### config.mk
export PLATFORM = sky130hd
export DESIGN_NAME = rotating_binaural_panner
export DESIGN_NICKNAME = d
export VERILOG_FILES = /design/src/hw/rtl/rbp_pkg.sv /design/src/hw/rtl/rotating_binaural_panner.sv
export VERILOG_INCLUDE_DIRS = /design/src /design/src/hw/rtl
export SDC_FILE = /design/constraint.sdc
export NUM_CORES = 2
export LEC_CHECK = 0
export ABC_AREA = 0
export ABC_CLOCK_PERIOD_IN_PS = 11520
export BUFFER_PORTS_ARGS = -buffer_cell sky130_fd_sc_hd__buf_2
export CORE_AREA = 2 2 498 500
export CTS_CLUSTER_SIZE = 8
export DETAILED_ROUTE_END_ITERATION = 7
export DIE_AREA = 0 0 500 502
export HOLD_SLACK_MARGIN = 0.1
export PLACE_DENSITY = 0.53
export REMOVE_ABC_BUFFERS = 1
export SYNTH_ARGS = -nofsm -noshare
export SYNTH_HDL_FRONTEND = slang
export SYNTH_SLANG_ARGS = --single-unit
### constraint.sdc
create_clock -name i_clk -period 11.52 [get_ports i_clk]
set_input_delay 1.152 -clock i_clk [delete_from_list [all_inputs] [get_ports i_clk]]
set_output_delay 1.152 -clock i_clk [all_outputs]
set_load 0.02 [all_outputs]
### src/hw/rtl/rotating_binaural_panner_defines.svh
// ---------------------------------------------------------------------------
// Assertion helpers for the rotating binaural panner.
// Both expect i_clk and i_rst_n in scope where they are used.
// ---------------------------------------------------------------------------
`ifndef ROTATING_BINAURAL_PANNER_DEFINES_SVH
`define ROTATING_BINAURAL_PANNER_DEFINES_SVH

// Same-cycle implication, checked out of reset only.
`define RBP_ASSERT_IMP(lbl, ante, cons, msg) \
    lbl: assert property (@(posedge i_clk) disable iff (!i_rst_n) (ante) |-> (cons)) \
        else $error(msg);

// Next-cycle implication, checked out of reset only.
`define RBP_ASSERT_NXT(lbl, ante, cons, msg) \
    lbl: assert property (@(posedge i_clk) disable iff (!i_rst_n) (ante) |=> (cons)) \
        else $error(msg);

`endif

### src/hw/rtl/rbp_pkg.sv
// ---------------------------------------------------------------------------
// rbp_pkg
// Constants and types shared by the rotating binaural panner.
// ---------------------------------------------------------------------------
`timescale 1ns / 1ps
`default_nettype none

package rbp_pkg;

    // Configuration register indexes.
    localparam logic [1:0] CFG_PHASE_STEP  = 2'd0;
    localparam logic [1:0] CFG_DELAY_MODE  = 2'd1;
    localparam logic [1:0] CFG_DELAY_SCALE = 2'd2;

    localparam logic [15:0] DELAY_SCALE_RST = 16'd7987;

    // Sine polynomial coefficients, Q16.
    localparam logic [16:0] SIN_A = 17'd102944;
    localparam logic [16:0] SIN_B = 17'd42048;
    localparam logic [16:0] SIN_C = 17'd4640;

    // 2*pi in Q16 and the spherical head factor in Q16.
    localparam logic [19:0] TWO_PI_Q16 = 20'd411775;
    localparam logic [19:0] WOOD_K_Q16 = 20'd25948;

    // Gain angle offsets in 1/131072 turn.
    localparam logic [16:0] GAIN_OFS_R = 17'd16384;
    localparam logic [16:0] GAIN_OFS_L = 17'd49152;

    localparam int OUT_BITS = 24;

    // Which value a sine evaluation produces.
    typedef enum logic [1:0] {
        SEL_DELAY,
        SEL_GAIN_L,
        SEL_GAIN_R
    } t_sin_sel;

endpackage

`default_nettype wire

### src/hw/rtl/rotating_binaural_panner.sv
// ---------------------------------------------------------------------------
// rotating_binaural_panner
// Mono to binaural panner with a rotating source, interaural delay and
// constant-power gains, computed on one shared multiplier.
// ---------------------------------------------------------------------------
// Each request is worked through from acceptance to result in the simple delay
// mode or the spherical head mode, and s_axis_tready stays low until the result
// is in the output register. All arithmetic goes through a single registered
// signed multiplier: three sine polynomials of four products each, two products
// for the spherical head term, one for the delay scale, one for interpolation
// and two for the ear gains. The sample ring is a single-port memory with
// registered read data; both interpolation taps are read in turn. A finished
// result sits in the output register while the next request is accepted. The
// ring reads as zero until each entry has been written once; a fill count
// tracks that, so no clearing pass is needed.
// ---------------------------------------------------------------------------
`timescale 1ns / 1ps
`default_nettype none

`include "rotating_binaural_panner_defines.svh"

module rotating_binaural_panner #(
    parameter int RING_DEPTH  = 64,
    parameter int SAMPLE_BITS = 24
) (
    input  wire logic                   i_clk,
    input  wire logic                   i_rst_n,
    // Configuration write channel.
    input  wire logic                   i_cfg_valid,
    output logic                        o_cfg_ready,
    input  wire logic [1:0]             i_cfg_index,
    input  wire logic [15:0]            i_cfg_data,
    // Input stream. tdata: sample_in (SAMPLE_BITS, signed), zero padded.
    input  wire logic                   s_axis_tvalid,
    output logic                        s_axis_tready,
    input  wire logic [((SAMPLE_BITS+7)/8)*8-1:0] s_axis_tdata,
    // Output stream. tdata: left_out [23:0], right_out [47:24].
    output logic                        m_axis_tvalid,
    input  wire logic                   m_axis_tready,
    output logic [47:0]                 m_axis_tdata
);

    localparam int AW    = (RING_DEPTH > 1) ? $clog2(RING_DEPTH) : 1;
    localparam int SPAN  = RING_DEPTH * 256;
    localparam int PSW   = $clog2(SPAN) + 1;
    localparam int DW    = (PSW > 17) ? PSW : 17;
    localparam int MA_W  = (SAMPLE_BITS + 1 > 20) ? SAMPLE_BITS + 1 : 20;
    localparam int MB_W  = 20;
    localparam int PW    = MA_W + MB_W;
    localparam int OB    = rbp_pkg::OUT_BITS;
    localparam logic [DW-1:0] DMAX = DW'((RING_DEPTH - 1) * 256);
    localparam logic [AW-1:0] WP_LAST = AW'(RING_DEPTH - 1);

    typedef enum logic [3:0] {
        S_IDLE, S_WAIT, S_SIN_A, S_SIN_B, S_SIN_C, S_SIN_D,
        S_WOOD_A, S_WOOD_B, S_SCALE, S_RD_A, S_RD_B, S_RD_C,
        S_INTERP, S_GAIN_L, S_GAIN_R, S_OUT
    } t_state;

    t_state                  r_state, r_after;
    rbp_pkg::t_sin_sel       r_sel;

    logic [15:0]             r_phase_step, r_delay_scale, r_phase, r_p;
    logic                    r_delay_mode;
    logic [AW-1:0]           r_wp, r_raddr, r_i2;
    logic [AW:0]             r_fill;
    logic [7:0]              r_frac;
    logic [DW-1:0]           r_d;
    logic                    r_neg;
    logic [16:0]             r_x, r_x2;
    logic [17:0]             r_s;
    logic signed [17:0]      r_gl, r_gr;
    logic [14:0]             r_fold;
    logic signed [SAMPLE_BITS-1:0] r_samp, r_a, r_far, r_rdata;
    logic                    r_rvalid;
    logic signed [OB-1:0]    r_left_res, r_left, r_right;
    logic                    r_out_valid;
    logic signed [MA_W-1:0]  r_ma;
    logic signed [MB_W-1:0]  r_mb;
    logic signed [PW-1:0]    r_prod;
    logic signed [SAMPLE_BITS-1:0] r_ring [RING_DEPTH];

    logic signed [PW-1:0]    n_prod;
    logic                    in_acc;
    logic signed [SAMPLE_BITS-1:0] n_samp;

    // Neither channel takes a request while reset is held.
    assign n_prod        = r_ma * r_mb;
    assign s_axis_tready = i_rst_n && (r_state == S_IDLE);
    assign in_acc        = s_axis_tvalid && s_axis_tready;
    assign n_samp        = s_axis_tdata[SAMPLE_BITS-1:0];
    assign o_cfg_ready   = i_rst_n;
    assign m_axis_tvalid = r_out_valid;
    assign m_axis_tdata  = {r_right, r_left};

    // Quadrant reduction of an angle in 1/131072 turn to a Q16 argument.
    function automatic logic [17:0] sin_arg(input logic [16:0] a);
        logic [16:0] x;
        x = {1'b0, a[14:0], 1'b0};
        if (a[15]) begin
            x = 17'd65536 - x;
        end
        return {a[16], x};
    endfunction

    function automatic logic signed [MA_W-1:0] ext_u18(input logic [17:0] v);
        return $signed({{(MA_W-18){1'b0}}, v});
    endfunction

    function automatic logic signed [MA_W-1:0] ext_smp(
        input logic signed [SAMPLE_BITS-1:0] v);
        return $signed({{(MA_W-SAMPLE_BITS){v[SAMPLE_BITS-1]}}, v});
    endfunction

    // Floor of a Q16 gain product, saturated to the output width.
    function automatic logic signed [OB-1:0] sat_out(input logic signed [PW-1:0] p);
        logic signed [PW-17:0] v;
        v = p[PW-1:16];
        if (v > $signed((PW-16)'((1 << (OB - 1)) - 1))) begin
            return OB'((1 << (OB - 1)) - 1);
        end else if (v < -$signed((PW-16)'(1 << (OB - 1)))) begin
            return OB'(1 << (OB - 1));
        end
        return v[OB-1:0];
    endfunction

    // Sample ring, single port, registered read.
    always_ff @(posedge i_clk) begin
        if (in_acc) begin
            r_ring[r_wp] <= n_samp;
        end
        r_rdata  <= r_ring[r_raddr];
        r_rvalid <= ({1'b0, r_raddr} < r_fill);
    end

    always_ff @(posedge i_clk) begin
        logic [17:0]   arg;
        logic [16:0]   ang;
        logic [DW-1:0] d_raw, d_cl;
        logic [DW:0]   pos;
        logic [AW-1:0] i1;
        logic signed [17:0] g;
        logic signed [SAMPLE_BITS-1:0] b, near;
        r_prod <= n_prod;
        if (!i_rst_n) begin
            r_state       <= S_IDLE;
            r_after       <= S_IDLE;
            r_sel         <= rbp_pkg::SEL_DELAY;
            r_phase_step  <= '0;
            r_delay_mode  <= 1'b0;
            r_delay_scale <= rbp_pkg::DELAY_SCALE_RST;
            r_phase       <= '0;
            r_wp          <= '0;
            r_fill        <= '0;
            r_d           <= '0;
            r_out_valid   <= 1'b0;
        end else begin
            if (i_cfg_valid) begin
                case (i_cfg_index)
                    rbp_pkg::CFG_PHASE_STEP:  r_phase_step  <= i_cfg_data;
                    rbp_pkg::CFG_DELAY_MODE:  r_delay_mode  <= i_cfg_data[0];
                    rbp_pkg::CFG_DELAY_SCALE: r_delay_scale <= i_cfg_data;
                    default: ;
                endcase
            end
            if (m_axis_tready) begin
                r_out_valid <= 1'b0;
            end
            case (r_state)
                S_IDLE: begin
                    if (in_acc) begin
                        r_samp  <= n_samp;
                        r_p     <= r_phase;
                        r_phase <= r_phase + r_phase_step;
                        if (r_fill != (AW+1)'(RING_DEPTH)) begin
                            r_fill <= r_fill + 1'b1;
                        end
                        // Fold to the distance from front or back.
                        if (r_phase[14:0] <= 15'd16384) begin
                            r_fold <= r_phase[14:0];
                            r_x    <= {r_phase[14:0], 2'b00};
                            r_ma   <= ext_u18({1'b0, r_phase[14:0], 2'b00});
                            r_mb   <= $signed({3'b0, r_phase[14:0], 2'b00});
                        end else begin
                            r_fold <= 15'd16384 - (r_phase[14:0] - 15'd16384);
                            r_x    <= {15'd16384 - (r_phase[14:0] - 15'd16384), 2'b00};
                            r_ma   <= ext_u18({1'b0,
                                      15'd16384 - (r_phase[14:0] - 15'd16384), 2'b00});
                            r_mb   <= $signed({3'b0,
                                      15'd16384 - (r_phase[14:0] - 15'd16384), 2'b00});
                        end
                        r_neg   <= 1'b0;
                        r_sel   <= rbp_pkg::SEL_DELAY;
                        r_after <= S_SIN_A;
                        r_state <= S_WAIT;
                    end
                end
                S_WAIT: begin
                    r_state <= r_after;
                end
                S_SIN_A: begin
                    r_x2    <= r_prod[16 +: 17];
                    r_ma    <= ext_u18({1'b0, r_prod[16 +: 17]});
                    r_mb    <= $signed({3'b0, rbp_pkg::SIN_C});
                    r_after <= S_SIN_B;
                    r_state <= S_WAIT;
                end
                S_SIN_B: begin
                    r_ma    <= ext_u18({1'b0, r_x2});
                    r_mb    <= $signed({3'b0, rbp_pkg::SIN_B - r_prod[16 +: 17]});
                    r_after <= S_SIN_C;
                    r_state <= S_WAIT;
                end
                S_SIN_C: begin
                    r_ma    <= ext_u18({1'b0, r_x});
                    r_mb    <= $signed({3'b0, rbp_pkg::SIN_A - r_prod[16 +: 17]});
                    r_after <= S_SIN_D;
                    r_state <= S_WAIT;
                end
                S_SIN_D: begin
                    g = r_neg ? -$signed(r_prod[16 +: 18]) : $signed(r_prod[16 +: 18]);
                    case (r_sel)
                        rbp_pkg::SEL_DELAY: begin
                            r_s <= r_prod[16 +: 18];
                            if (r_delay_mode) begin
                                r_ma    <= ext_u18({3'b0, r_fold});
                                r_mb    <= $signed(rbp_pkg::TWO_PI_Q16);
                                r_after <= S_WOOD_A;
                            end else begin
                                r_ma    <= ext_u18(r_prod[16 +: 18]);
                                r_mb    <= $signed({4'b0, r_delay_scale});
                                r_after <= S_SCALE;
                            end
                        end
                        rbp_pkg::SEL_GAIN_L: begin
                            r_gl    <= g;
                            ang      = {1'b0, r_p} + rbp_pkg::GAIN_OFS_R;
                            arg      = sin_arg(ang);
                            r_neg   <= arg[17];
                            r_x     <= arg[16:0];
                            r_ma    <= ext_u18({1'b0, arg[16:0]});
                            r_mb    <= $signed({3'b0, arg[16:0]});
                            r_sel   <= rbp_pkg::SEL_GAIN_R;
                            r_after <= S_SIN_A;
                        end
                        default: begin
                            r_gr   <= g;
                            // Position of the far-ear tap behind the write index.
                            pos     = {1'b0, DW'({r_wp, 8'b0})} + (DW+1)'(SPAN)
                                      - {1'b0, r_d};
                            if (pos >= (DW+1)'(SPAN)) begin
                                pos = pos - (DW+1)'(SPAN);
                            end
                            i1      = pos[AW+7:8];
                            r_frac  <= pos[7:0];
                            r_raddr <= i1;
                            r_i2    <= (i1 == WP_LAST) ? '0 : i1 + 1'b1;
                            r_after <= S_RD_A;
                        end
                    endcase
                    r_state <= S_WAIT;
                end
                S_WOOD_A: begin
                    r_ma    <= ext_u18({1'b0, r_prod[16 +: 17]} + r_s);
                    r_mb    <= $signed(rbp_pkg::WOOD_K_Q16);
                    r_after <= S_WOOD_B;
                    r_state <= S_WAIT;
                end
                S_WOOD_B: begin
                    r_ma    <= ext_u18(r_prod[16 +: 18]);
                    r_mb    <= $signed({4'b0, r_delay_scale});
                    r_after <= S_SCALE;
                    r_state <= S_WAIT;
                end
                S_SCALE: begin
                    d_raw    = DW'(r_prod[16 +: 17]);
                    d_cl     = (d_raw > DMAX) ? DMAX : d_raw;
                    r_d     <= d_cl;
                    ang      = {1'b0, r_p} + rbp_pkg::GAIN_OFS_L;
                    arg      = sin_arg(ang);
                    r_neg   <= arg[17];
                    r_x     <= arg[16:0];
                    r_ma    <= ext_u18({1'b0, arg[16:0]});
                    r_mb    <= $signed({3'b0, arg[16:0]});
                    r_sel   <= rbp_pkg::SEL_GAIN_L;
                    r_after <= S_SIN_A;
                    r_state <= S_WAIT;
                end
                S_RD_A: begin
                    r_raddr <= r_i2;
                    r_state <= S_RD_B;
                end
                S_RD_B: begin
                    r_a     <= r_rvalid ? r_rdata : '0;
                    r_state <= S_RD_C;
                end
                S_RD_C: begin
                    b        = r_rvalid ? r_rdata : '0;
                    r_ma    <= ext_smp(b) - ext_smp(r_a);
                    r_mb    <= $signed({12'b0, r_frac});
                    r_after <= S_INTERP;
                    r_state <= S_WAIT;
                end
                S_INTERP: begin
                    // Left ear is delayed when the source is on the right.
                    r_far   <= r_a + r_prod[8 +: SAMPLE_BITS];
                    if (r_p != 16'd0 && !r_p[15]) begin
                        r_ma <= ext_smp(r_a + r_prod[8 +: SAMPLE_BITS]);
                    end else begin
                        r_ma <= ext_smp(r_samp);
                    end
                    r_mb    <= MB_W'(r_gl);
                    r_after <= S_GAIN_L;
                    r_state <= S_WAIT;
                end
                S_GAIN_L: begin
                    near        = r_samp;
                    r_left_res <= sat_out(r_prod);
                    if (r_p != 16'd0 && !r_p[15]) begin
                        r_ma <= ext_smp(near);
                    end else begin
                        r_ma <= ext_smp(r_far);
                    end
                    r_mb    <= MB_W'(r_gr);
                    r_after <= S_GAIN_R;
                    r_state <= S_WAIT;
                end
                S_GAIN_R: begin
                    r_state <= S_OUT;
                end
                S_OUT: begin
                    if (!r_out_valid || m_axis_tready) begin
                        r_left      <= r_left_res;
                        r_right     <= sat_out(r_prod);
                        r_out_valid <= 1'b1;
                        r_wp        <= (r_wp == WP_LAST) ? '0 : r_wp + 1'b1;
                        r_state     <= S_IDLE;
                    end
                end
                default: begin
                    r_state <= S_IDLE;
                end
            endcase
        end
    end

    `RBP_ASSERT_NXT(a_busy_after_accept, s_axis_tvalid && s_axis_tready, !s_axis_tready, "request accepted but input still ready")
    `RBP_ASSERT_IMP(a_delay_clamped, 1'b1, r_d <= DMAX, "delay exceeds ring depth")
    `RBP_ASSERT_IMP(a_fill_bound, 1'b1, r_fill <= (AW+1)'(RING_DEPTH), "fill count beyond ring depth")
    `RBP_ASSERT_IMP(a_wp_written, r_state != S_IDLE, {1'b0, r_wp} < r_fill, "current write entry not counted as filled")

endmodule

`default_nettype wire
* Word-level counts from Yosys, hierarchy flattened *
Memories as Yosys holds them, arrays and structs flattened. A register that Yosys moved wholly into a read port is not among the register bits.
Index checks and enable logic that the tools add are counted.

operators by class
  add/sub/neg operators = 19
  $mul = 1
  div/mod/pow operators = 0
  magnitude comparators = 6
  equality and inequality tests = 26
  shift operators = 0
  muxes and demuxes = 58
  bitwise logic cells = 1
  reduce and logical (&&, ||, !) cells = 36

operators with widths
  kind                    number
  $pmux 25 s11            1
  $pmux 20 s11            1
  $mux 17                 8
  $mux 24                 5
  $mux 25                 3
  $mux 14                 4
  $pmux 17 s3             1
  $pmux 25 s2             1
  $mul 25x20->45          1
  $pmux 4 s11             1
  $pmux 20 s2             1
  $mux 18                 2
  $sub 17x16->17 const A  2
  $eq 4x4->1 const B      8
  $gt 29x24->1 const B    1
  $lt 29x24->1 const B    1
  $pmux 4 s7              1
  $sub 24x24->25          1
  $add 24x24->24          1
  $reduce_and 3->1        8
  $reduce_and 2->1        11
  $mux 20                 1
  $mux 19                 1
  $add 17x18->18          1
  other kinds (48)        81

storage, ports and cells
  flip-flop bits (word level) = 465
  bits in latches = 0
  RAM bits = 1536
  ROM bits = 0
  input bits = 47
  output and inout port bits = 51
  memories kept = 1

memories
  name    depth  width  read ports  clocked after Yosys merged registers in  write ports  RTL line                        RTL
  r_ring  64     24     1           1                                        1            rotating_binaural_panner.sv:81  logic signed [SAMPLE_BITS-1:0] r_ring [RING_DEPTH];

* Depth between registers and ports, before layout *
  word-level depth = 9
  mapped depth = 28
  depth with buffers taken out = 26

* Worst setup path before layout *
No wires, ideal clock.

  path kind = reg-to-reg
  start = reg r_mb[4]
  end = reg r_prod[43]
  setup time = 0.072 ns
  data arrival time = 6.663 ns
  required time = 11.448 ns
  path slack = 4.784 ns
  stages on the path, launching flop included = 25
  cell sequence = edfxtp_1 -> clkbuf_1 -> and2_1 -> fa_1 -> inv_1 -> fa_1 -> inv_1 -> fa_1 -> inv_1 -> fa_1 -> inv_1 -> fa_1 -> fa_1 -> inv_1 -> fa_1 -> inv_1 -> ha_1 -> nand3_1 -> o21ai_0 -> a21oi_1 -> nor3b_2 -> a211oi_2 -> or3_1 -> a21oi_1 -> xnor2_1

between the ends
  word-level cells in the longest chain between the ends = 1

ends and longest elaborated chain
  what                    RTL line                         RTL
  from (decl)             rotating_binaural_panner.sv:79   logic signed [MB_W-1:0] r_mb;
  from (signal assigned)  rotating_binaural_panner.sv:183  r_mb <= $signed({3'b0, r_phase[14:0], 2'b00});
  from (signal assigned)  rotating_binaural_panner.sv:189  r_mb <= $signed({3'b0,
  from (signal assigned)  rotating_binaural_panner.sv:204  r_mb <= $signed({3'b0, rbp_pkg::SIN_C});
  $mul 25x20->45          rotating_binaural_panner.sv:88   assign n_prod = r_ma * r_mb;
  named net n_prod[43]    rotating_binaural_panner.sv:83   logic signed [PW-1:0] n_prod;
  to (signal assigned)    rotating_binaural_panner.sv:144  r_prod <= n_prod;
  to (decl)               rotating_binaural_panner.sv:80   logic signed [PW-1:0] r_prod;

The timed path passes the listed nets, and every way through them passes these cells.
A chain may end at the register's enable or synchronous reset.

* Worst setup path after layout *
  start = reg r_mb[6]
  end = reg r_prod[34]

Same word-level chain as after synthesis.

==> flow_summary_export.csv <==
group,metric,value,unit
status,status,"complete, no violations",
timing,period_share,70.7,%
detailed_routing,ant_nets,0,
setup_path,end_kind,"flip-flop",
timing,slew-limit-headroom,13.7,%
yosys,ys_seq_elements,2011,
yosys,yosysUniqueCellTypes,95,
yosys,synthCells,6461,
setup_path,cp_max_fo,25,
yosys,yosys_warnings,0,
clocking,cts_tree,"yes",
clocking,clkTransAtPathRegs,0.05,ns
die,die_h,502,um
layout,syn2layout_area_growth,13.0,%
yosys,synth-edff-count,1862,
detailed_routing,wl_per_cell,28.5,um
timing,final_max_slew_viol_count,0,
clocking,cts_made_buffers,302,
layout,top_register,"r_ring",
run,cap_viol_max_count,0,
global_route,overflow,0,
detailed_routing,vias_per_cell,5.65,
die,initial_utilization,40.8,%
setup_path,arrival,8.83,ns
global_route,grt_pass1_wl,415000,um
global_route,grt_pass1_vias,58600,
yosys,synth_seq_area_share,58.8,%
layout,drive_gt1_share,17.8,%
yosys,async_flop_share,0,%
die,die_width,500,um
setup_path,reg2reg_slack,3.38,ns
clocking,clock_latency,0.93,ns
setup_path,reg2reg_depth,22,
clocking,cts_setup_buffers,0,
detailed_routing,drt_iter0_drc,5972,
worst_hold_path,worst_hold_path_type,"flip-flop to flip-flop",
timing,clock_skew,0.0914,ns
layout,final_common_cell,"edfxtp_1",
worst_hold_path,min_path_cells,0,
timing,setup_violations,0,
yosys,synth_ff_type,"edfxtp_1",
setup_path,r2r_end,"r_prod[34]",
worst_hold_path,hp-start,"r_left_res[8]",
clocking,hold_buffers,0,
detailed_routing,first_pass_iters,7,
clocking,cts_max_level,5,
timing,hold_viol_final,0,
timing,tightest_slew,1.29,ns
detailed_routing,via_count,56400,
die,ios,98,
timing,rsz0062_at_grt,"false",
placement,hpwl,177000,um
layout,multi_input_area,37900,um^2
timing,setup_ws,3.38,ns
die,die-area,251000,um^2
yosys,syn_avg_cell_area,15.5,um^2
global_route,grtUsageTotal,22.8,%
setup_path,start_kind,"flip-flop",
layout,regArea,58900,um^2
timing,fmax,123,MHz
timing,fin_crit,8.14,ns
die,coreArea,245000,um^2
pwr,vdd_drop_max,0.336,mV
clocking,cts_buffer_depth,4,
layout,n_fill_cell,21100,
placement,numPlacedInstances,9598,
layout,largest_register_ffs,1536,
clocking,clkSinkCount,2011,
layout,nets,7458,
clocking,cts_root_buf,"clkbuf_16",
yosys,synth_top_area_cell,"edfxtp_1",
placement,place_congestion,0.907,
setup_path,path_class,"flip-flop to flip-flop",
detailed_routing,drc,0,
yosys,syn_area,100000,um^2
yosys,synthTopCellsByArea,"edfxtp_1 (56%), mux4_2 (11%), fa_1 (10%)",
die,rows,182,
global_route,grt_max_degree,143,
worst_hold_path,holdPathEnd,"r_left[8]",
global_route,antenna_found_initial,20,
pwr,cellPowerDensity,220,nW/um^2
detailed_routing,drt_wl_total,284000,um
setup_path,r2r_start,"r_mb[6]",
yosys,synth_top_area_share,55.8,%
pwr,p_leak,0.0404,uW
placement,port_buffers,97,
layout,fin_cells,9973,
placement,pre_cts_slack,3.51,ns
layout,layout_common_cells,"edfxtp_1 (1862), inv_1 (688), fa_1 (507), mux4_2 (504), nand2_1 (453)",
setup_path,cp.required,12.21,ns
layout,top_regs,"r_ring (1536), r_prod (37), r_ma (25)",
clocking,ctsResizeCount,0,
[cell families after synthesis]
kind of cell / after synthesis / share of synthesized area (%)
AOI/OAI and AO/OA: 688 / 4.66
xor gates and xnor gates: 194 / 1.70
adders and majority gates: 729 / 12.9
buffers and inverters: 1004 / 3.88
DFF: 2011 / 58.8
muxes: 543 / 11.7
and+or+nand+nor: 1292 / 6.29
[area by class of cell]
class / count / area share (%)
Antenna cell: 10 / 0.0221
Multi-Input combinational cell: 3446 / 33.5
Clock inverter: 9 / 0.108
Inverter: 691 / 2.29
Tap cell: 3220 / 3.56
Clock buffer: 356 / 7.01
Timing Repair Buffer: 230 / 1.38
Sequential cell: 2011 / 52.1
[worst max-delay path, cell delays in order, from the launching register on]
cell,delay (ns)
edfxtp_1,1.12
nand2_1,0.18
fa_1,0.54
fa_1,0.60
fa_1,0.46
fa_1,0.56
inv_1,0.05
fa_1,0.46
fa_1,0.50
inv_1,0.05
fa_1,0.47
inv_1,0.04
ha_1,0.35
o21ai_0,0.09
o21ai_0,0.17
o21ai_0,0.19
a21oi_1,0.62
nand3b_1,0.37
a211oi_1,0.45
o21bai_1,0.15
a21boi_2,0.19
mux2i_1,0.21
o2111ai_1,0.13
[where the power goes]
group	internal, uW	total, uW	switching, uW
combinational	3490	8600	5110
clock	4750	7760	3010
sequential	8330	8500	170
total	16600	24900	8290
[metrics by stage]
step	hold WS, ns	TNS, ns	power [uW]	instance area [um^2]	util [%]
2_1_floorplan	0.400	-121.85	14700	98800	-
3_3_place_gp	0.402	0	17100	105000	42.8
3_5_place_dp	0.405	0	17200	105000	42.8
4_1_cts	0.412	0	25100	113000	46.1
5_1_grt	0.421	0	26400	113000	46.1
6_report	0.409	0	24900	113000	46.1
[synthesized netlist by cell type, drive strengths merged, types with 7 or more instances]
library cell and number:
a2111oi 9, a211oi 22, a21boi 32, a21o 58
a21oi 184, a221o 12, a221oi 16, a222oi 21
a22oi 30, a31oi 31, a32oi 7, and2 277
and3 8, buf 90, clkbuf 223, dfxtp 149
edfxtp 1862, fa 507, ha 222, inv 690
mux2 10, mux2i 29, mux4 504, nand2 453
nand2b 26, nand3 69, nand3b 14, nand4 23
nor2 254, nor2b 34, nor3 58, nor3b 11
nor4 10, o211ai 16, o21a 12, o21ai 134
o21bai 16, o221ai 7, o22ai 10, o31ai 19
o41ai 9, or2 11, or3 23, xnor2 133
xor2 61
[how the worst max path moves through the flow]
stage,start,end,depth (start not counted)
after global placement,r_mb[2],r_prod[43],23
after detailed placement,r_mb[2],r_prod[43],23
after global routing,r_mb[6],r_prod[34],22
after floorplan,r_raddr[0],r_rdata[0],3
after CTS,r_mb[2],r_prod[43],23
final,r_mb[6],r_prod[34],22
[per-layer routing]
metal	global-route usage [%]	routed length (um)
met2	37.6	138000
met4	6.64	8350
met3	3.42	17000
met1	31.4	120000
met5	0	26
Note: power is estimated with default switching activity, not from simulation.
